==> src/rtl/nhth_pkg.sv <==
// ----------------------------------------------------------------------------
// NH Toeplitz hash package
// Shared constants, opcodes and datapath types of the NH Toeplitz hash unit.
// ----------------------------------------------------------------------------
package nhth_pkg;

    localparam int ROWS   = 4;
    localparam int ROW_W  = (ROWS > 1) ? $clog2(ROWS) : 1;
    localparam int WORDS  = 4;
    localparam int WORD_W = 32;
    localparam int LANE_W = 64;

    localparam logic [1:0] OP_LOAD   = 2'd0;
    localparam logic [1:0] OP_ABSORB = 2'd1;
    localparam logic [1:0] OP_FINISH = 2'd2;

    typedef logic [WORDS-1:0][WORD_W-1:0] block_t;
    typedef block_t [ROWS-1:0]            row_block_t;
    typedef logic [WORDS-1:0][LANE_W-1:0] prod_t;
    typedef prod_t [ROWS-1:0]             row_prod_t;
    typedef logic [1:0][LANE_W-1:0]       acc_t;
    typedef acc_t [ROWS-1:0]              row_acc_t;

    typedef struct packed {
        logic       valid;
        logic [1:0] opcode;
    } in_ctl_t;

    typedef struct packed {
        logic valid;
        logic fin;
    } stage_ctl_t;

endpackage

==> src/rtl/nhth_tag_out.sv <==
// ----------------------------------------------------------------------------
// NH Toeplitz tag output
// Holds a snapshot of the row accumulators and sends one row per output handshake.
// ----------------------------------------------------------------------------
module nhth_tag_out (
    input  logic               aclk,
    input  logic               aresetn,
    input  logic               tag_load,
    input  nhth_pkg::row_acc_t acc,
    output logic               busy,
    output logic               m_valid,
    input  logic               m_ready,
    output logic [63:0]        m_tag_low,
    output logic [63:0]        m_tag_high,
    output logic [1:0]         m_row_index,
    output logic               m_last_part
);
    import nhth_pkg::*;

    row_acc_t         snap_reg;
    logic             busy_reg;
    logic [ROW_W-1:0] part_reg;
    logic [1:0]       row_reg;
    logic             last;

    assign last = (part_reg == ROW_W'(ROWS - 1));

    always_ff @(posedge aclk) begin
        if (!aresetn) begin
            busy_reg <= 1'b0;
            part_reg <= '0;
            row_reg  <= '0;
        end else if (tag_load) begin
            busy_reg <= 1'b1;
            part_reg <= '0;
            row_reg  <= '0;
        end else if (busy_reg && m_ready) begin
            if (last) begin
                busy_reg <= 1'b0;
            end else begin
                part_reg <= part_reg + ROW_W'(1);
                row_reg  <= row_reg + 2'd1;
            end
        end
    end

    always_ff @(posedge aclk) begin
        if (tag_load) begin
            snap_reg <= acc;
        end
    end

    assign busy        = busy_reg;
    assign m_valid     = busy_reg;
    assign m_tag_low   = snap_reg[part_reg][0];
    assign m_tag_high  = snap_reg[part_reg][1];
    assign m_row_index = row_reg;
    assign m_last_part = last;

endmodule

==> config.mk <==
export PLATFORM = sky130hd
export DESIGN_NAME = nhth_tag_out
export DESIGN_NICKNAME = d
export VERILOG_FILES = /design/src/rtl/nhth_pkg.sv /design/src/rtl/nhth_tag_out.sv
export SDC_FILE = /design/constraint.sdc
export NUM_CORES = 1
export LEC_CHECK = 0
export BUFFER_PORTS_ARGS = -buffer_cell sky130_fd_sc_hd__buf_2
export CAP_MARGIN = 10
export CORE_AREA = 4 4 249 251
export DETAILED_ROUTE_END_ITERATION = 16
export DIE_AREA = 0 0 253 255
export GPL_ROUTABILITY_DRIVEN = 0
export PLACE_DENSITY = 0.64
export SYNTH_ARGS = -nofsm -noshare
export SYNTH_HDL_FRONTEND = slang
export SYNTH_SLANG_ARGS = --single-unit
==> constraint.sdc <==
create_clock -name aclk -period 2.82 [get_ports aclk]
set_input_delay 0.564 -clock aclk [delete_from_list [all_inputs] [get_ports aclk]]
set_output_delay 0.564 -clock aclk [all_outputs]
set_load 0.05 [all_outputs]
# Yosys cells after proc, flatten, opt, wreduce, memory -nomap -nowiden
# Cells that the tools add are included.
[classes]
add_sub_neg = 2
order_cmp = 1
n_eq_ne = 1
n_mux = 5
bitwise_logic = 2
n_reduce_logical = 6
[op_table]
columns = ["cell", "count"]
rows = [
  ["binary-select mux 128 bit (select 2 bit)", 1],
  ["two-way mux 128 bit", 1],
  ["adder 2 x 1 -> 2 bit (second input constant)", 2],
  ["AND reduction 2 bit", 2],
  ["nonzero test 2 bit", 2],
  ["< comparator 2 x 3 -> 1 bit (second input constant)", 1],
  ["two-way mux 1 bit", 3],
  ["== test 2 bit (second input constant)", 1],
  ["NOT 1 bit", 2],
  ["OR reduction 2 bit", 1],
  ["logical AND 1 bit", 1],
]
[word_totals]
register_bits = 517
in_bits = 516
out_inout_bits = 133
word_cells = 28

# Logic depth before layout (Yosys ltp)
[logic_depth]
depth_word = 4
depth_mapped = 5
ltp_nobuf = 3

# Worst setup path before layout
# OpenSTA, ideal clock, no wires.
[synth_timing]
kind = "reg-to-output"
startpoint = "register part_reg[0]"
endpoint = "output m_tag_high[0]"
arrival_ps = 1432
required_ps = 2256
slack_ps = 824
path_stages_with_launch = 5
n_path_buf = 3
path_cell_list = "dfxtp_1 buf_2 buf_6 buf_6 mux4_2"
[synth_between]
elab_chain_len = 2
[synth_rtl]
columns = ["item", "line_no", "rtl"]
rows = [
  ["start: declaration", "nhth_tag_out.sv:22", "logic [ROW_W-1:0] part_reg;"],
  ["start signal: assignment", "nhth_tag_out.sv:41", "part_reg <= part_reg + ROW_W'(1);"],
  ["binary-select mux 128 bit (select 2 bit)", "nhth_tag_out.sv:56", "assign m_tag_high = snap_reg[part_reg][1];"],
  ["two-way mux 128 bit (not written as such)", "nhth_tag_out.sv:56", ""],
  ["end: declaration", "nhth_tag_out.sv:14", "output logic [63:0] m_tag_high,"],
]
# No other way between the ends. The select of a mux whose other input is x is not followed.

# Worst setup path in the final report
[layout_timing]
startpoint = "register part_reg[0]"
endpoint = "output m_tag_high[5]"
# The elaborated chain is that of the path after synthesis.

==> run metrics <==
crit path launch type=register; via count=10,291; HP Start=acc[476]; final hold viol count=0; wire length per cell=22.7 um; Final Power=18.1 mW; worst endpoint data arrival time=2180 ps; DRT Pass-1 Iters=4; final non-filler cell total=2,252; r2r worst-path depth=4; number of clock sinks=517; DR DRC count=0; Worst path max stage delay=530 ps; ranking of synthesized cells by area=edfxtp_1, mux4_2, buf_6; worst path cell trace=buf_12 > buf_16 > buf_16 > mux4_2 > buf_6; Placed Cells=2,133; ratio of cells with drive above 1 in the final layout=61.9%; initial drt markers=519; CP Class=reg -> out; Worst Setup SP=part_reg[0]; Initial Util=31.3%; reg2reg end=part_reg[1]; hold_buf cts=0; unrepaired setup endpoints after global routing=true; initial antenna violation count=14; CTS Buf Count=53; Worst-Skew Late Latency=590 ps; leading cell type in the layout, fill and taps excluded=buf_2; CP Max Fanout=11; largest net degree at the start of global routing=93; post-synth top area share=82.0%; Post-Syn Nets=1,211; maximum root-to-sink buffer count=3; Final ANT Viol Nets=0; Gate Count Post-Synth=694; Crit. End Element=output port; number of max-cap violations=0; final HPWL from detailed placement=37.7 mm; Std-Cell Rows=90; final setup fails=0; WP data required=2260 ps; Pleak=9.65 nW; vias per std cell=4.57; synthesized area=18,700 um2; hold path depth=1; CTS tree=done; synth unique cells=17; Die ar.=64,500 um2; Slew HR=42.3%; Post-Place Worst Slack=477 ps; Setup Skew=14.7 ps; overall routing resource usage=14.9%; crit path buf inv count=4; max reg flops=512; sequential share of the synthesized area=82.6%; nets=1,935; CTS H-Tree Depth=2; post-synth top area cell=edfxtp_1; I/O Buffers=648; HP Class=in -> reg; Final Max Tran Viols=0; status=completed; most frequent cells in the layout=buf_2, edfxtp_1, mux4_2; largest delay contributor family on the critical path=buffers and inverters; Worst VDD drop=0.574 mV; clk root buf=clkbuf_16; Layout area overhead=36.6%; Pwr Density=705 nW/um2; maximum clock rate=365 MHz; setup ws final=78.4 ps; worst r2r src=part_reg[1]; #FFs+latches synth=517; routed wire length=51.1 mm; Die Height=255 um; Least-Margin Pin Slew=865 ps; minimum clock period=2740 ps; cell mode on critical path=buf_16; Top Ports=649; R2R Setup Slk=1200 ps; grt ovf=0; die width=253 um; period utilization=97.2%; Clock transition at path regs=60 ps; vias in the first global route=11,267; syn avg cell area=27.0 um2; Core Area=59,900 um2; Synth Warn #=0; first-pass GRT wire length=71.0 mm; Hold WS=138 ps; slowest CP cell=mux4_2; Worst Hold End=snap_reg[476]
-- metrics by stage --
step / cell area [um2] / setup TNS, ps / utilization (%)
final: 25600 / 0 / 42.7
after global routing: 25600 / -458 / 42.7
after CTS: 25400 / -89.2 / 42.4
after detailed placement: 23200 / 0 / 38.8
after global placement: 23200 / 0 / 38.8
after floorplan: 18700 / 0 / -
-- power by group --
part | total, mW | internal, mW | switching [mW]
Sequential | 9.32 | 9.12 | 0.194
Clock | 6.81 | 3.93 | 2.88
Combinational | 1.92 | 0.791 | 1.13
Total | 18.1 | 13.8 | 4.21
-- cells by family (layout without fill, tap and decap cells) --
family / after synthesis / after routing / synth area share [%]
buffers and inverters: 32 / 801 / 1.24
other: 0 / 7 / 0
AND/OR/NAND/NOR: 10 / 10 / 0.434
adder cells (fa/ha/maj): 1 / 1 / 0.0668
multiplexers: 132 / 132 / 15.6
AO/OA/AOI/OAI: 2 / 2 / 0.0802
flip-flops: 517 / 517 / 82.6
-- synth_stat cells --
library cell / instances
edfxtp_1: 512
mux4_2: 128
buf_2: 15
buf_6: 11
dfxtp_1: 5
nand3b_1: 5
mux2i_1: 4
buf_4: 3
clkbuf_1: 2
or3b_2: 2
a21boi_0: 1
and3b_1: 1
buf_1: 1
ha_1: 1
nand4b_1: 1
o21a_1: 1
or3b_1: 1
-- timing repair --
item | in CTS | in global routing
resized for setup | 104 | 74
pin swaps | 0 | 0
hold endpoints to repair | 0 | 0
endpoints found under the setup margin | 104 | 77
setup buffers | 8 | 0
cloned | 4 | 0
-- worst register-to-register path: stages, from the launching register on --
cell     delay (ps)
dfxtp_4         530
buf_12          300
ha_1            290
and3b_1         250
mux2i_1         130
-- worst max path at each step --
stage	end	depth (start not counted)
5_1_grt	m_tag_high[20]	5
3_3_place_gp	m_tag_low[13]	4
4_1_cts	m_tag_low[61]	4
2_1_floorplan	m_tag_high[0]	4
3_5_place_dp	m_tag_low[34]	4
6_report	m_tag_high[5]	5
-- final cells by class --
cell class / instances / area (um2)
Fill cell: 5273 / 34300
Sequential cell: 517 / 15500
Timing Repair Buffer: 701 / 4400
Multi-Input combinational cell: 145 / 3030
Clock buffer: 67 / 1380
Tap cell: 782 / 978
Clock inverter: 33 / 313
Antenna cell: 7 / 17.5
-- routing by layer --
layer  GRT usage, %  up-vias  wire length [um]
li1               -     4502                 -
met1           17.3     5212             18400
met2           26.3      466             26700
met3           5.04      101              4540
met4           4.90       10              1310
met5              0        -                68
(Power assumes the default switching activity.)
