--- src/rtl/nhth_pkg.sv ---
// ----------------------------------------------------------------------------
// NH Toeplitz hash package
// Shared constants, opcodes and datapath types of the NH Toeplitz hash unit.
// ----------------------------------------------------------------------------
package nhth_pkg;

    localparam int ROWS   = 4;
    localparam int ROW_W  = (ROWS > 1) ? $clog2(ROWS) : 1;
    localparam int WORDS  = 4;
    localparam int WORD_W = 32;
    localparam int LANE_W = 64;

    localparam logic [1:0] OP_LOAD   = 2'd0;
    localparam logic [1:0] OP_ABSORB = 2'd1;
    localparam logic [1:0] OP_FINISH = 2'd2;

    typedef logic [WORDS-1:0][WORD_W-1:0] block_t;
    typedef block_t [ROWS-1:0]            row_block_t;
    typedef logic [WORDS-1:0][LANE_W-1:0] prod_t;
    typedef prod_t [ROWS-1:0]             row_prod_t;
    typedef logic [1:0][LANE_W-1:0]       acc_t;
    typedef acc_t [ROWS-1:0]              row_acc_t;

    typedef struct packed {
        logic       valid;
        logic [1:0] opcode;
    } in_ctl_t;

    typedef struct packed {
        logic valid;
        logic fin;
    } stage_ctl_t;

endpackage

--- src/rtl/nhth_key_sched.sv ---
// ----------------------------------------------------------------------------
// NH Toeplitz key schedule
// Key window, lane sums against every row and even-block hold; issues
// multiply operand pairs and finish markers.
// ----------------------------------------------------------------------------
module nhth_key_sched (
    input  logic                aclk,
    input  logic                aresetn,
    input  logic                advance,
    input  nhth_pkg::in_ctl_t   in_ctl,
    input  nhth_pkg::block_t    data,
    input  nhth_pkg::block_t    key,
    output nhth_pkg::stage_ctl_t out_ctl,
    output nhth_pkg::row_block_t x_op,
    output nhth_pkg::row_block_t y_op
);
    import nhth_pkg::*;

    row_block_t kw_reg, kw_next;
    row_block_t held_reg, held_next;
    row_block_t sums;
    row_block_t x_reg, y_reg;
    logic       pair_reg, pair_next;
    stage_ctl_t ctl_reg, ctl_next;
    logic       issue_mul;

    always_comb begin
        for (int r = 0; r < ROWS; r++) begin
            for (int w = 0; w < WORDS; w++) begin
                sums[r][w] = data[w] + kw_reg[r][w];
            end
        end
    end

    always_comb begin
        kw_next   = kw_reg;
        held_next = held_reg;
        pair_next = pair_reg;
        ctl_next  = ctl_reg;
        issue_mul = 1'b0;
        if (advance) begin
            ctl_next = '0;
            if (in_ctl.valid) begin
                case (in_ctl.opcode)
                    OP_LOAD: begin
                        for (int r = 0; r < ROWS - 1; r++) begin
                            kw_next[r] = kw_reg[r+1];
                        end
                        kw_next[ROWS-1] = key;
                    end
                    OP_ABSORB: begin
                        if (!pair_reg) begin
                            held_next = sums;
                            pair_next = 1'b1;
                        end else begin
                            issue_mul      = 1'b1;
                            ctl_next.valid = 1'b1;
                            pair_next      = 1'b0;
                        end
                        for (int r = 0; r < ROWS - 1; r++) begin
                            kw_next[r] = kw_reg[r+1];
                        end
                        kw_next[ROWS-1] = key;
                    end
                    OP_FINISH: begin
                        pair_next      = 1'b0;
                        ctl_next.valid = 1'b1;
                        ctl_next.fin   = 1'b1;
                    end
                    default: begin
                    end
                endcase
            end
        end
    end

    always_ff @(posedge aclk) begin
        if (!aresetn) begin
            kw_reg   <= '0;
            held_reg <= '0;
            pair_reg <= 1'b0;
            ctl_reg  <= '0;
        end else begin
            kw_reg   <= kw_next;
            held_reg <= held_next;
            pair_reg <= pair_next;
            ctl_reg  <= ctl_next;
        end
    end

    always_ff @(posedge aclk) begin
        if (issue_mul) begin
            x_reg <= held_reg;
            y_reg <= sums;
        end
    end

    assign out_ctl = ctl_reg;
    assign x_op    = x_reg;
    assign y_op    = y_reg;

endmodule

--- config.mk ---
export PLATFORM = sky130hd
export DESIGN_NAME = nhth_key_sched
export DESIGN_NICKNAME = d
export VERILOG_FILES = /design/src/rtl/nhth_pkg.sv /design/src/rtl/nhth_key_sched.sv
export SDC_FILE = /design/constraint.sdc
export NUM_CORES = 2
export LEC_CHECK = 0
export BUFFER_PORTS_ARGS = -buffer_cell sky130_fd_sc_hd__buf_4
export CORE_AREA = 5 5 506 508
export CTS_CLUSTER_SIZE = 12
export DETAILED_ROUTE_END_ITERATION = 16
export DIE_AREA = 0 0 511 513
export GPL_TIMING_DRIVEN = 0
export SETUP_SLACK_MARGIN = 0.15
export SYNTH_ARGS = -nofsm -noshare
export SYNTH_HDL_FRONTEND = slang
export SYNTH_SLANG_ARGS = --single-unit
--- constraint.sdc ---
create_clock -name aclk -period 78.4 [get_ports aclk]
set_input_delay 15.68 -clock aclk [delete_from_list [all_inputs] [get_ports aclk]]
set_output_delay 15.68 -clock aclk [all_outputs]
set_load 0.01 [all_outputs]
# ---- After elaboration in Yosys (flattened, before gate mapping)
# Index checks and enable logic that the tools add are counted.
# Widths: inputs -> output; s select.
dict set report classes {
  n_eq_ne 2
  mux 9
  addsub 16
  n_bitwise 1
  reduce_logical 6
}
# cell n
set op_table {}
lappend op_table {{$add 32x32->32} 16}
lappend op_table {{$mux 1} 6}
lappend op_table {{$reduce_and 3->1} 2}
lappend op_table {{$pmux 1 s2} 2}
lappend op_table {{$reduce_and 4->1} 1}
lappend op_table {{$eq 2x1->1 const B} 1}
lappend op_table {{$eq 2x2->1 const B} 1}
lappend op_table {{$logic_not 2->1} 1}
lappend op_table {{$mux 2} 1}
lappend op_table {{$reduce_bool 2->1} 1}
lappend op_table {{$reduce_or 2->1} 1}
lappend op_table {{$not 1->1} 1}
dict set report word_totals {
  regBits 2051
  elab_cells 101
  out_inout_bits 1026
  in_bits 262
}

# ---- Depth between registers and ports, before layout
dict set report logic_depth {
  word_depth 4
  mapped_depth 12
  ltp_nobuf 12
}

# ---- Worst setup path after synthesis
# OpenSTA, ideal clock, no wires.
dict set report synth_timing {
  path_type {input to register}
  from {input port in_ctl[1] (netlist name)}
  to {register x_reg (netlist bit x_op[0]) (enable)}
  n_path_buf 0
  stages 4
  t_arrival_ns 58.490
  required_time_ns 75.951
  setup_slack_ns 17.461
  path_cell_list {inv_1 > ha_1 > nand2_1 > nor2_1}
}
dict set report synth_between {
  elab_chain_len 4
}
# element line_no
set synth_lines {}
lappend synth_lines {{start: declaration} nhth_key_sched.sv:10} ;# input nhth_pkg::in_ctl_t in_ctl,
lappend synth_lines {{$eq 2x1->1} nhth_key_sched.sv:44} ;# case (in_ctl.opcode)
lappend synth_lines {{$mux 1} nhth_key_sched.sv:44}
lappend synth_lines {{$mux 1} nhth_key_sched.sv:43} ;# if (in_ctl.valid) begin
lappend synth_lines {{$mux 1} nhth_key_sched.sv:41} ;# if (advance) begin
lappend synth_lines {{via issue_mul} nhth_key_sched.sv:25} ;# logic issue_mul;
lappend synth_lines {{end signal: assignment} nhth_key_sched.sv:93} ;# x_reg <= held_reg;
lappend synth_lines {{end: declaration} nhth_key_sched.sv:22} ;# row_block_t x_reg, y_reg;
# The timed path passes the listed nets, and every way through them passes these cells.
# A chain may end at the register's enable or synchronous reset.

==> results.json <==
{
  "worst-path-buf-inv": 1,
  "cts_root_buf": "clkbuf_16",
  "cts_hold_buf": 0,
  "hold_slack_ns": 0.398,
  "finalWirelength_mm": 418,
  "start_kind": "input pin",
  "cts_buffers": 224,
  "switching_share": 0.251,
  "fmax_mhz": 51.3,
  "p_seq_frac": 0.472,
  "place.detailed.hpwl_mm": 336,
  "synth-edff-count": 1024,
  "pwr-share-comb": 0.076,
  "dr.pass1.iters": 8,
  "gp_congestion": 0.978,
  "die_w_um": 511,
  "grt_max_degree": 40,
  "p_leak_nw": 43.8,
  "final_cell_mix": "nand2_1 (2,110), a21oi_1 (1,329), buf_4 (1,289)",
  "drt-initial-drc-count": 7834,
  "synth-main-ff-cell": "dfxtp_1",
  "hold_viol_final": 0,
  "post_cts_resized": 0,
  "final_nets": 11182,
  "post_cts_buffers": 0,
  "hp-class": "flop to flop",
  "synth_top_area_share": 0.341,
  "synth_cell_types": 100,
  "status": "complete, but fails checks",
  "crit_family": "compound AO/OA/AOI/OAI gates",
  "drv_slew": 11,
  "worst_slew_pin_slew_ns": 1.60,
  "clock_skew_ns": 0.0582,
  "rows": 184,
  "drive_above_1_share": 0.167,
  "route.detailed.drc": 0,
  "layout_commonest_cell": "nand2_1",
  "syn_nets": 9614,
  "crit_required_ns": 78.99,
  "antenna_found_initial": 73,
  "critical_path_class": "input pin to flop",
  "slowest_stage": "a211oi_1",
  "async_reset_ff_frac": 0,
  "grtUsageTotal": 0.304,
  "synth.area.top_cells": "edfxtp_1 (34%), dfxtp_1 (23%), nand2_1 (8.8%), a21oi_1 (7.4%), ha_1 (6.9%)",
  "grt_pass1_wl_mm": 566,
  "switching_power_uw": 606,
  "worstPathCellList": "buf_4, ha_1, a211oi_1, o211ai_1, a311oi_1, o311ai_1, o21ai_1, a31oi_1, a211oi_1, o21ai_1, xnor2_1",
  "ys_warn_count": 0,
  "htree_levels": 4,
  "slew_headroom": -0.0635,
  "grt_pass1_vias": 71738,
  "design.core.area_mm2": 0.251,
  "postLayoutCoreUtil": 0.450,
  "post-synth-top-area-cell": "edfxtp_1",
  "power_density_mw_per_mm2": 21.4,
  "cpPeakStageDelay_ns": 0.86,
  "max-vdd-ir-drop_mv": 0.0224,
  "crit_fanout": 8,
  "totalPowerFinal_mw": 2.42,
  "rsz0062_at_grt": "false",
  "clock_latency_ns": 0.89,
  "place_inst": 13526,
  "via_per_inst": 5.46,
  "io_buffer_count": 1286,
  "path_clk_slew_ns": 0.06,
  "final_antenna_net_count": 0,
  "finalSetupViolations": 0,
  "fin_cells": 13997,
  "drv_cap": 1,
  "avgSynthCellArea_um2": 10.2,
  "finalCritPeriodShare": 0.249,
  "synthToLayoutAreaGrowth_pct": 25.3,
  "io_pins": 1288,
  "cts.sink_count": 2051,
  "arrival_ns": 20.08,
  "p_int_mw": 1.81,
  "vias": 76479,
  "fin_crit_ns": 19.50,
  "ys_seq_elements": 2051,
  "stdcell_area_mm2": 0.113,
  "initial_core_util": 0.359,
  "yosysSeqAreaShare": 0.570,
  "placed_cell_area_mm2": 0.105,
  "fp.dieArea_mm2": 0.262,
  "syn-instance-count": 8837,
  "clkPwrFrac": 0.452,
  "cts_tree": "built",
  "grt_remaining_overflow": 0,
  "netlist_area_mm2": 0.0901,
  "violations": "capacitance limit, slew limit",
  "avgRoutedWirePerCell_um": 29.9,
  "nFillCells": 23645,
  "cts.path.max_buffers": 3,
  "die_y_um": 513,
  "endpoint_kind": "flop"
}
synthesized netlist by cell type, types with 41 or more instances:
master / count
nand2_1: 2110
a21oi_1: 1329
dfxtp_1: 1027
edfxtp_1: 1024
ha_1: 499
clkbuf_1: 391
nor2_1: 340
xnor2_1: 300
a21o_1: 259
xor2_1: 181
o21ai_0: 135
nand3_1: 126
nor3_1: 107
inv_1: 93
o21ai_1: 91
nand4_1: 69
a31oi_1: 65
o21bai_1: 59
a211oi_1: 53
o21a_1: 41
stage by stage:
| stage | TNS (ns) | setup WS [ns] |
|---|---|---|
| 2_1_floorplan | 0 | 17.46 |
| 3_3_place_gp | -4847.08 | -4.88 |
| 3_5_place_dp | 0 | 58.40 |
| 4_1_cts | 0 | 59.32 |
| 5_1_grt | 0 | 59.00 |
| 6_report | 0 | 58.90 |
kinds of logic after synthesis:
group,synth area share
adder cells (fa/ha/maj),0.0729
flip-flops,0.570
multiplexers,0.00125
AO/OA/AOI/OAI,0.152
AND/OR/NAND/NOR,0.136
XOR/XNOR,0.0469
buffers and inverters,0.0214
path summary, 6_finish.rpt:
kind / startpoint / endpoint / slack, ns / depth (start not counted)
worst min register to register: held_reg[264]$_SDFFE_PN0P_ / x_op[264]$_DFFE_PP_ / 0.40 / 0
worst max-delay path: data[97] / y_op[383]$_DFFE_PP_ / 58.90 / 11
worst max register to register: kw_reg[353]$_SDFFE_PN0P_ / y_op[383]$_DFFE_PP_ / 73.50 / 10
worst min-delay path: held_reg[264]$_SDFFE_PN0P_ / x_op[264]$_DFFE_PP_ / 0.40 / 0
final cells by class:
cell class                 instances  area [um^2]  area share
timing repair buffer            1342        10900      0.0962
inverter                          95          357     0.00316
antenna                           42          105    0.000931
clock buffer                     336         6410      0.0568
sequential                      2051        51300       0.454
buffer                           414         1630      0.0145
clock inverter                    92         1170      0.0104
multi-input combinational       6277        36900       0.327
tap                             3348         4190      0.0371
routing by layer:
| layer | share of wire | vias to the layer above | track usage | wire [um] |
|---|---|---|---|---|
| met3 | 0.091 | 687 | 0.0790 | 37900 |
| li1 | - | 34621 | - | - |
| met2 | 0.45 | 3555 | 0.481 | 189000 |
| met4 | 0.056 | 38 | 0.151 | 23300 |
| met5 | 0.00063 | - | 0 | 264 |
| met1 | 0.40 | 37578 | 0.386 | 168000 |
power by group through the flow:
stage / sequential (mW) / combinational [mW] / clock [mW]
after floorplan: 1.17 / 0.0882 / 0
after global placement: 1.17 / 0.178 / 0
after detailed placement: 1.16 / 0.181 / 0
after CTS: 1.14 / 0.182 / 1.11
after global routing: 1.14 / 0.194 / 1.15
final: 1.14 / 0.184 / 1.09
(Power assumes the default switching activity.)
